### src/hdl/tli_pkg.sv
`default_nettype none
package tli_pkg;
  localparam int unsigned DATA_W = 32;
  localparam int unsigned IDX_W  = 8;
  localparam int unsigned LEN_W  = 9;

  typedef enum logic {
    OP_WRITE = 1'b0,
    OP_QUERY = 1'b1
  } op_t;

  // word handed from the front part to the back part
  typedef struct packed {
    op_t                opcode;
    logic [IDX_W-1:0]   entry_index;
    logic [DATA_W-1:0]  x_value;
    logic [DATA_W-1:0]  y_value;
  } item_t;
endpackage
`default_nettype wire

### src/hdl/tli_front.sv
`default_nettype none
module tli_front
  import tli_pkg::*;
(
  input  wire logic  clk,
  input  wire logic  rst,
  input  wire logic  in_valid,
  output logic       in_ready,
  input  wire item_t in_word,
  output logic       q_valid,
  input  wire logic  q_ready,
  output item_t      q_word
);
  // two-entry queue between intake and execution
  item_t     mem [2];
  logic      wptr;
  logic      rptr;
  logic [1:0] count;
  logic      push;
  logic      pop;

  assign in_ready = (count != 2'd2);
  assign push     = in_valid && in_ready;
  assign q_valid  = (count != 2'd0);
  assign pop      = q_valid && q_ready;
  assign q_word   = mem[rptr];

  always_ff @(posedge clk) begin
    if (push) begin
      mem[wptr] <= in_word;
    end
    if (rst) begin
      wptr  <= 1'b0;
      rptr  <= 1'b0;
      count <= 2'd0;
    end else begin
      if (push) wptr <= ~wptr;
      if (pop)  rptr <= ~rptr;
      count <= count + {1'b0, push} - {1'b0, pop};
    end
  end
endmodule
`default_nettype wire

### config.mk
export PLATFORM = sky130hd
export DESIGN_NAME = tli_front
export DESIGN_NICKNAME = d
export VERILOG_FILES = /design/src/hdl/tli_pkg.sv /design/src/hdl/tli_front.sv
export SDC_FILE = /design/constraint.sdc
export NUM_CORES = 1
export LEC_CHECK = 0
export ABC_AREA = 1
export BUFFER_PORTS_ARGS = -buffer_cell sky130_fd_sc_hd__buf_2
export CORE_ASPECT_RATIO = 0.8
export CORE_MARGIN = 4
export CORE_UTILIZATION = 45
export DETAILED_ROUTE_END_ITERATION = 8
export GPL_TIMING_DRIVEN = 0
export PLACE_DENSITY_LB_ADDON = 0.3
export SETUP_SLACK_MARGIN = 0.02
export SLEW_MARGIN = 20
export SYNTH_ARGS = -nofsm -noshare
export SYNTH_HDL_FRONTEND = slang
export SYNTH_SLANG_ARGS = --single-unit
### constraint.sdc
create_clock -name clk -period 9.2 [get_ports clk]
set_input_delay 0.46 -clock clk [delete_from_list [all_inputs] [get_ports clk]]
set_output_delay 0.46 -clock clk [all_outputs]
set_load 0.005 [all_outputs]
==> run_results.csv, run 1 <==
group,metric,value,unit
routing,drt-pass1-iter-count,4,
placement,place.gp.congestion,0.702,
routing,routed_wl,10100,um
placement,dp_hpwl,6850,um
worst_setup_path,timing.reg2reg.setup_slack,7.47,ns
placement,dpl_cell_area,6940,um2
clock_tree,clk_latency,0.40,ns
pwr,fin_total_pwr,2.06,mW
hold_path,min_from,"rst",
hold_path,min_path_type,"input port to flip-flop",
timing,max_clock_freq,491,MHz
pwr,peakVddDrop,0.000207,V
routing,viasPerCell,4.58,
logic_synthesis,synth-seq-cells,151,
job,max-cap-violations,0,
worst_setup_path,critPathKind,"flip-flop to primary output",
final_layout,drive_above_1_share,0.592,
routing,num_vias,2868,
placement,port_buffers,151,
worst_setup_path,rr_startpoint,"count[0]",
floorplan,die_x,136,um
routing,route.met3.wl,1030,um
hold_path,holdPathStages,2,
clock_tree,clk_pin_slew,0.05,ns
placement,placed_cells,594,
routing,top_layer,"met5",
clock_tree,cts_inserted_buffers,17,
logic_synthesis,ys_types,12,
clock_tree,cts_resized,0,
final_layout,nNetsFinal,517,
routing,drt-wirelength-per-cell,16.1,um
routing,drc,0,
timing,final_max_slew_viol_count,0,
timing,slew_headroom,0.645,
floorplan,die_h,110,um
clock_tree,clock_sink_count,151,
logic_synthesis,synth_area,5860,um2
clock_tree,htree_levels,4,
global_route,grt_max_degree,39,
floorplan,rows,37,
hold_path,whs_endpoint,"count[0]",
timing,fin_setup_tns,0,ns
logic_synthesis,synth_seq_area_share,0.765,
worst_setup_path,r2r_end,"mem[0][31]",
global_route,grt_pass1_wl,15200,um
worst_setup_path,arrival,1.57,ns
floorplan,start_util,0.457,
logic_synthesis,syn_inst,264,
timing,min_period_over_period,0.221,
final_layout,area.sequential,4480,um2
clock_tree,cts.path.max_buffers,2,
timing,holdWs,0.222,ns
worst_setup_path,slowest_stage,"dfxtp_1",
worst_setup_path,crit_path_cell_trace,"buf_6 > buf_12 > mux2_4 > buf_2",
routing,antenna_left,0,
final_layout,area.growth.synth_to_final,28.1,%
global_route,grt_overflow_total,0,
global_route,first_global_vias,2969,
routing,wl_met1,4230,um
pwr,p_per_area,274,nW/um2
timing,worstMarginPinSlew,0.533,ns
logic_synthesis,syn_avg_cell_area,22.2,um2
floorplan,die-area,14900,um2
timing,rsz0062_at_grt,"false",
clock_tree,hold_buffers,0,
final_layout,fin_cells,626,
status,status,"finished, final reports clean",
final_layout,n_antenna_cell,0,
routing,drt_iter0_drc,138,
timing,finalSetupViolCount,0,
clock_tree,cts_tree,"yes",
global_route,antenna_found_initial,1,
clock_tree,cts_setup_buffers,0,
worst_setup_path,r2r_cells,6,
timing,skew,0.00596,ns
floorplan,core_area,12800,um2
routing,wl_met2,4750,um
timing,final-hold-violation-count,0,
pwr,leakagePower,3.00,nW
final_layout,final_area,7510,um2
worst_setup_path,cp_max_fo,10,
logic_synthesis,syn_nets,343,
logic_synthesis,yosys_warnings,0,
worst_setup_path,required,8.74,ns
final_layout,fillCellCount,982,
timing,finalCriticalPeriod,2.03,ns
worst_setup_path,cpPeakStageDelay,0.32,ns
floorplan,num_io_pins,152,
worst_setup_path,cp-start-kind,"flip-flop",
worst_setup_path,critPathCaptureType,"primary output",
final_layout,multi_input_area,1210,um2
clock_tree,cts_root_buffer,"clkbuf_16",
global_route,grtUsageTotal,0.138,
## synthesized netlist by cell type
cell	number	share of area
nand3_1	3	0.0026
edfxtp_1	146	0.75
inv_1	8	0.0051
ha_1	2	0.0043
nand2_1	8	0.0051
mux2_2	3	0.0058
buf_12	7	0.024
buf_6	1	0.0019
nor2_1	9	0.0058
mux2_4	70	0.18
a21oi_1	2	0.0017
dfxtp_1	5	0.017
## where the power goes
part	switching (mW)	total [mW]	internal [mW]
Combinational	0.222	0.512	0.289
Clock	0.246	0.653	0.407
Sequential	0.0253	0.895	0.870
Total	0.493	2.06	1.57
## cells in the final DEF (no fill, tap or decap), drive strengths merged
cell type  netlist  final
mux2            73     73
dfxtp            5      5
nand2            8      8
buf              8    163
inv              8      8
a21oi            2      2
edfxtp         146    146
bufinv           0      1
ha               2      2
nand3            3      3
clkinv           0      4
clkinvlp         0      2
clkbuf           0     25
nor2             9      9
## layer usage
| metal | GRT usage | vias up |
|---|---|---|
| met5 | 0 | - |
| met2 | 0.218 | 110 |
| li1 | - | 1378 |
| met3 | 0.0735 | 9 |
| met4 | 0.0417 | 2 |
| met1 | 0.164 | 1369 |
## how the worst max path moves through the flow
stage                   start          to  slack (ns)  cells after the start
finish              flip-flop  q_word[40]        7.17                      4
global route        flip-flop  q_word[11]        7.09                      4
CTS                 flip-flop  q_word[14]        7.12                      4
detailed placement   in_valid  mem[1][37]        7.40                      4
global placement     in_valid  mem[0][25]        3.27                      3
floorplan            count[0]   mem[0][0]        5.07                      4
## final cells by class
class                      count  area share
clock inverter                 7     0.00916
clock buffer                  25      0.0673
multi-input combinational     97       0.161
tap                          175      0.0292
timing repair buffer         155       0.112
sequential                   151       0.597
inverter                       8     0.00433
buffer                         8      0.0202
## metrics by stage
| stage | worst slack, ns | utilization |
|---|---|---|
| 4_1_cts | 7.12 | 0.586 |
| 5_1_grt | 7.09 | 0.586 |
| 3_3_place_gp | 3.27 | 0.533 |
| 2_1_floorplan | 5.07 | - |
| 3_5_place_dp | 7.40 | 0.541 |
| 6_report | 7.17 | 0.586 |
## flip-flops by register name, summed over array words and instances, names as in the netlist, named ones only
name / flops
count: 2
mem: 146
rptr: 1
wptr: 1
## cells by family after synthesis
group,share of synthesized area
mux,0.185
simple gates,0.0134
flops,0.765
buf+inv,0.0309
fa+ha+maj,0.00427
compound gates,0.00171
## worst max-delay path: cells and delay by family (launching register included)
family                 cells  cell delay [ns]
buffers and inverters      3             0.54
flip-flops                 1             0.32
multiplexers               1             0.31
No activity file was read; power rests on OpenSTA's default activity.
==> run 2: changes to the inputs <==
--- a/config.mk
+++ b/config.mk
@@ -5,7 +5,7 @@
 export SDC_FILE = /design/constraint.sdc
 export NUM_CORES = 1
 export LEC_CHECK = 0
-export ABC_AREA = 1
+export ABC_AREA = 0
 export BUFFER_PORTS_ARGS = -buffer_cell sky130_fd_sc_hd__buf_2
 export CORE_ASPECT_RATIO = 0.8
 export CORE_MARGIN = 4
==> constraint.sdc (replaced) <==
create_clock -name clk -period 1.98 [get_ports clk]
set_input_delay 0.099 -clock clk [delete_from_list [all_inputs] [get_ports clk]]
set_output_delay 0.099 -clock clk [all_outputs]
set_load 0.005 [all_outputs]
==> run 2 against run 1 <==
- via count is 9.2% higher
- sequential cell count stayed put
- combinational power grew to 5.1 times the previous value
- worst hold slack worse by 0.15 ns
- global-route usage is 1.7 points higher
- clock skew hardly changed
- first-iteration DRC count is 7.2% lower
- total power grew to 4.7 times the previous value
- setup slack worse by 7.0 ns
- synthesized cell count is 4.9% lower
==> run_results.csv, run 2 <==
group,metric,value,unit
status,status,"finished, final reports clean",
clock_tree,htree_levels,4,
logic_synthesis,synthTopCellsByCount,"edfxtp_1, mux2_4, buf_12",
logic_synthesis,ys_types,17,
logic_synthesis,yosys_warnings,0,
logic_synthesis,yosysMostFrequentCell,"edfxtp_1",
timing,finalCriticalPeriod,1.82,ns
final_layout,layout_commonest_cell,"buf_2",
final_layout,layout_common_cells,"buf_2, edfxtp_1, dlygate4sd3_1",
pwr,peakVddDrop,0.000644,V
timing,final_max_slew_viol_count,0,
timing,max_clock_freq,548,MHz
final_layout,fillCellCount,857,
timing,final-hold-violation-count,0,
logic_synthesis,synth_async_sr_flop_share,0,
floorplan,die_x,135,um
final_layout,largest_reg_flops,146,
final_layout,area.sequential,4490,um2
pwr,fin_total_pwr,9.69,mW
pwr,p_per_area,1180,nW/um2
routing,viasPerCell,4.59,
floorplan,die_h,110,um
clock_tree,cts_root_buffer,"clkbuf_16",
routing,drt-wirelength-per-cell,16.4,um
final_layout,reg.largest.list,"mem: 146 flops, count: 2 flops",
routing,drc,0,
clock_tree,cts_inserted_buffers,17,
final_layout,fin_cells,683,
logic_synthesis,ys_top_cells_by_area,"edfxtp_1, mux2_4, buf_12",
logic_synthesis,synthFlopType,"edfxtp_1",
worst_setup_path,critPathCaptureType,"flip-flop",
routing,num_vias,3132,
worst_setup_path,arrival,1.94,ns
routing,antenna_left,0,
final_layout,drive_above_1_share,0.521,
routing,routed_wl,11200,um
logic_synthesis,synth_top_area_frac,0.749,
floorplan,die-area,14900,um2
placement,place.gp.congestion,0.715,
logic_synthesis,synth-seq-cells,151,
hold_path,min_path_type,"input port to flip-flop",
worst_setup_path,timing.reg2reg.setup_slack,0.16,ns
logic_synthesis,synth_enable_flop_cells,146,
timing,slew_headroom,0.579,
logic_synthesis,synth_top_area_cell,"edfxtp_1",
worst_setup_path,critPathKind,"flip-flop to flip-flop",
placement,placed_cells,577,
clock_tree,cts_tree,"yes",
floorplan,start_util,0.471,
timing,skew,0.00591,ns
job,max-cap-violations,0,
routing,drt_iter0_drc,128,
clock_tree,clk_latency,0.41,ns
global_route,grt_max_degree,39,
clock_tree,clk_pin_slew,0.05,ns
logic_synthesis,syn_inst,251,
clock_tree,cts.path.max_buffers,2,
pwr,leakagePower,3.27,nW
worst_setup_path,cp-start-kind,"flip-flop",
logic_synthesis,syn_avg_cell_area,23.3,um2
global_route,antenna_found_initial,0,
floorplan,rows,36,
final_layout,n_antenna_cell,0,
final_layout,top_register,"mem",
timing,finalSetupViolCount,0,
logic_synthesis,syn_nets,330,
clock_tree,cts_setup_buffers,0,
timing,worstMarginPinSlew,0.631,ns
final_layout,area.growth.synth_to_final,40.7,%
final_layout,multi_input_area,1240,um2
placement,dp_hpwl,6840,um
global_route,grt_pass1_wl,17000,um
logic_synthesis,synth_area,5850,um2
logic_synthesis,synth_seq_area_share,0.766,
clock_tree,clock_sink_count,151,
global_route,first_global_vias,3360,
floorplan,core_area,12400,um2
worst_setup_path,cp_max_fo,20,
timing,rsz0062_at_grt,"false",
global_route,grt_overflow_total,0,
global_route,grtUsageTotal,0.155,
routing,drt-pass1-iter-count,6,
final_layout,nNetsFinal,578,
placement,port_buffers,151,
final_layout,post-route-util,0.662,
timing,min_period_over_period,0.921,
timing,fin_setup_tns,0,ns
worst_setup_path,required,2.09,ns
floorplan,num_io_pins,152,
## run 2: cell types whose count changed in the layout (fill, tap and decap cells not counted), moves of 3 or more
cell / previous run / this run
inv_1: 7 / 1
nor2_1: 8 / 4
clkbuf_1: 3 / 7
dlygate4sd3_1: 0 / 74
nand3_1: 3 / 0
nand2_1: 8 / 0
## run 2: final cells by class
type | count | share of cell area
timing repair buffer | 229 | 0.194
inverter | 1 | 0.000456
buffer | 8 | 0.0184
clock buffer | 27 | 0.0599
clock inverter | 5 | 0.00593
sequential | 151 | 0.545
multi-input combinational | 91 | 0.150
tap | 171 | 0.0260
## run 2: what timing repair did
| action | 4_1_cts | 5_1_grt |
|---|---|---|
| hold endpoints to repair | 150 | 0 |
| gates resized for setup | 0 | 0 |
| hold buffers | 74 | 0 |
## run 2: cells by family after synthesis
group,after synthesis,synth area share
AOI/OAI and AO/OA,1,0.00128
xor gates and xnor gates,3,0.00449
adders and majority gates,2,0.00428
buffers and inverters,9,0.0265
DFF,151,0.766
muxes,74,0.187
and+or+nand+nor,11,0.00962
## run 2: path summary, 6_finish.rpt
kind | end | cells after the start | startpoint
hold reg to reg | flip-flop | 2 | rptr
setup / recovery | mem[0][44] | 5 | count[0]
hold / removal | wptr | 3 | in_valid
setup reg to reg | mem[0][44] | 5 | count[0]
## run 2: report_power, final
group          switching (mW)  total (mW)  internal, mW
combinational            1.08        2.61          1.53
sequential              0.119        4.13          4.02
clock                    1.12        2.94          1.82
total                    2.32        9.69          7.37
## run 2: critical path: stages, from the launching register on
cell	delay [ns]
dfxtp_2	0.35
nand2b_4	0.15
nand2_4	0.07
nor2_4	0.52
buf_16	0.24
buf_16	0.18
## run 2: layer usage
layer	wire [um]	up-vias	part of all wire	track usage
li1	-	1487	-	-
met1	4680	1522	0.42	0.181
met2	5570	115	0.50	0.260
met3	841	8	0.075	0.0672
met4	73	0	0.0065	0.0518
met5	0	-	0	0
## run 2: through the flow
stage	setup WS, ns	hold slack (ns)	instance area (um2)
floorplan	-0.0496	0.163	5870
global placement	-0.664	0.286	6840
detailed placement	0.158	0.291	6950
CTS	0.151	0.0542	8230
global route	0.0530	0.0477	8230
finish	0.157	0.0720	8230
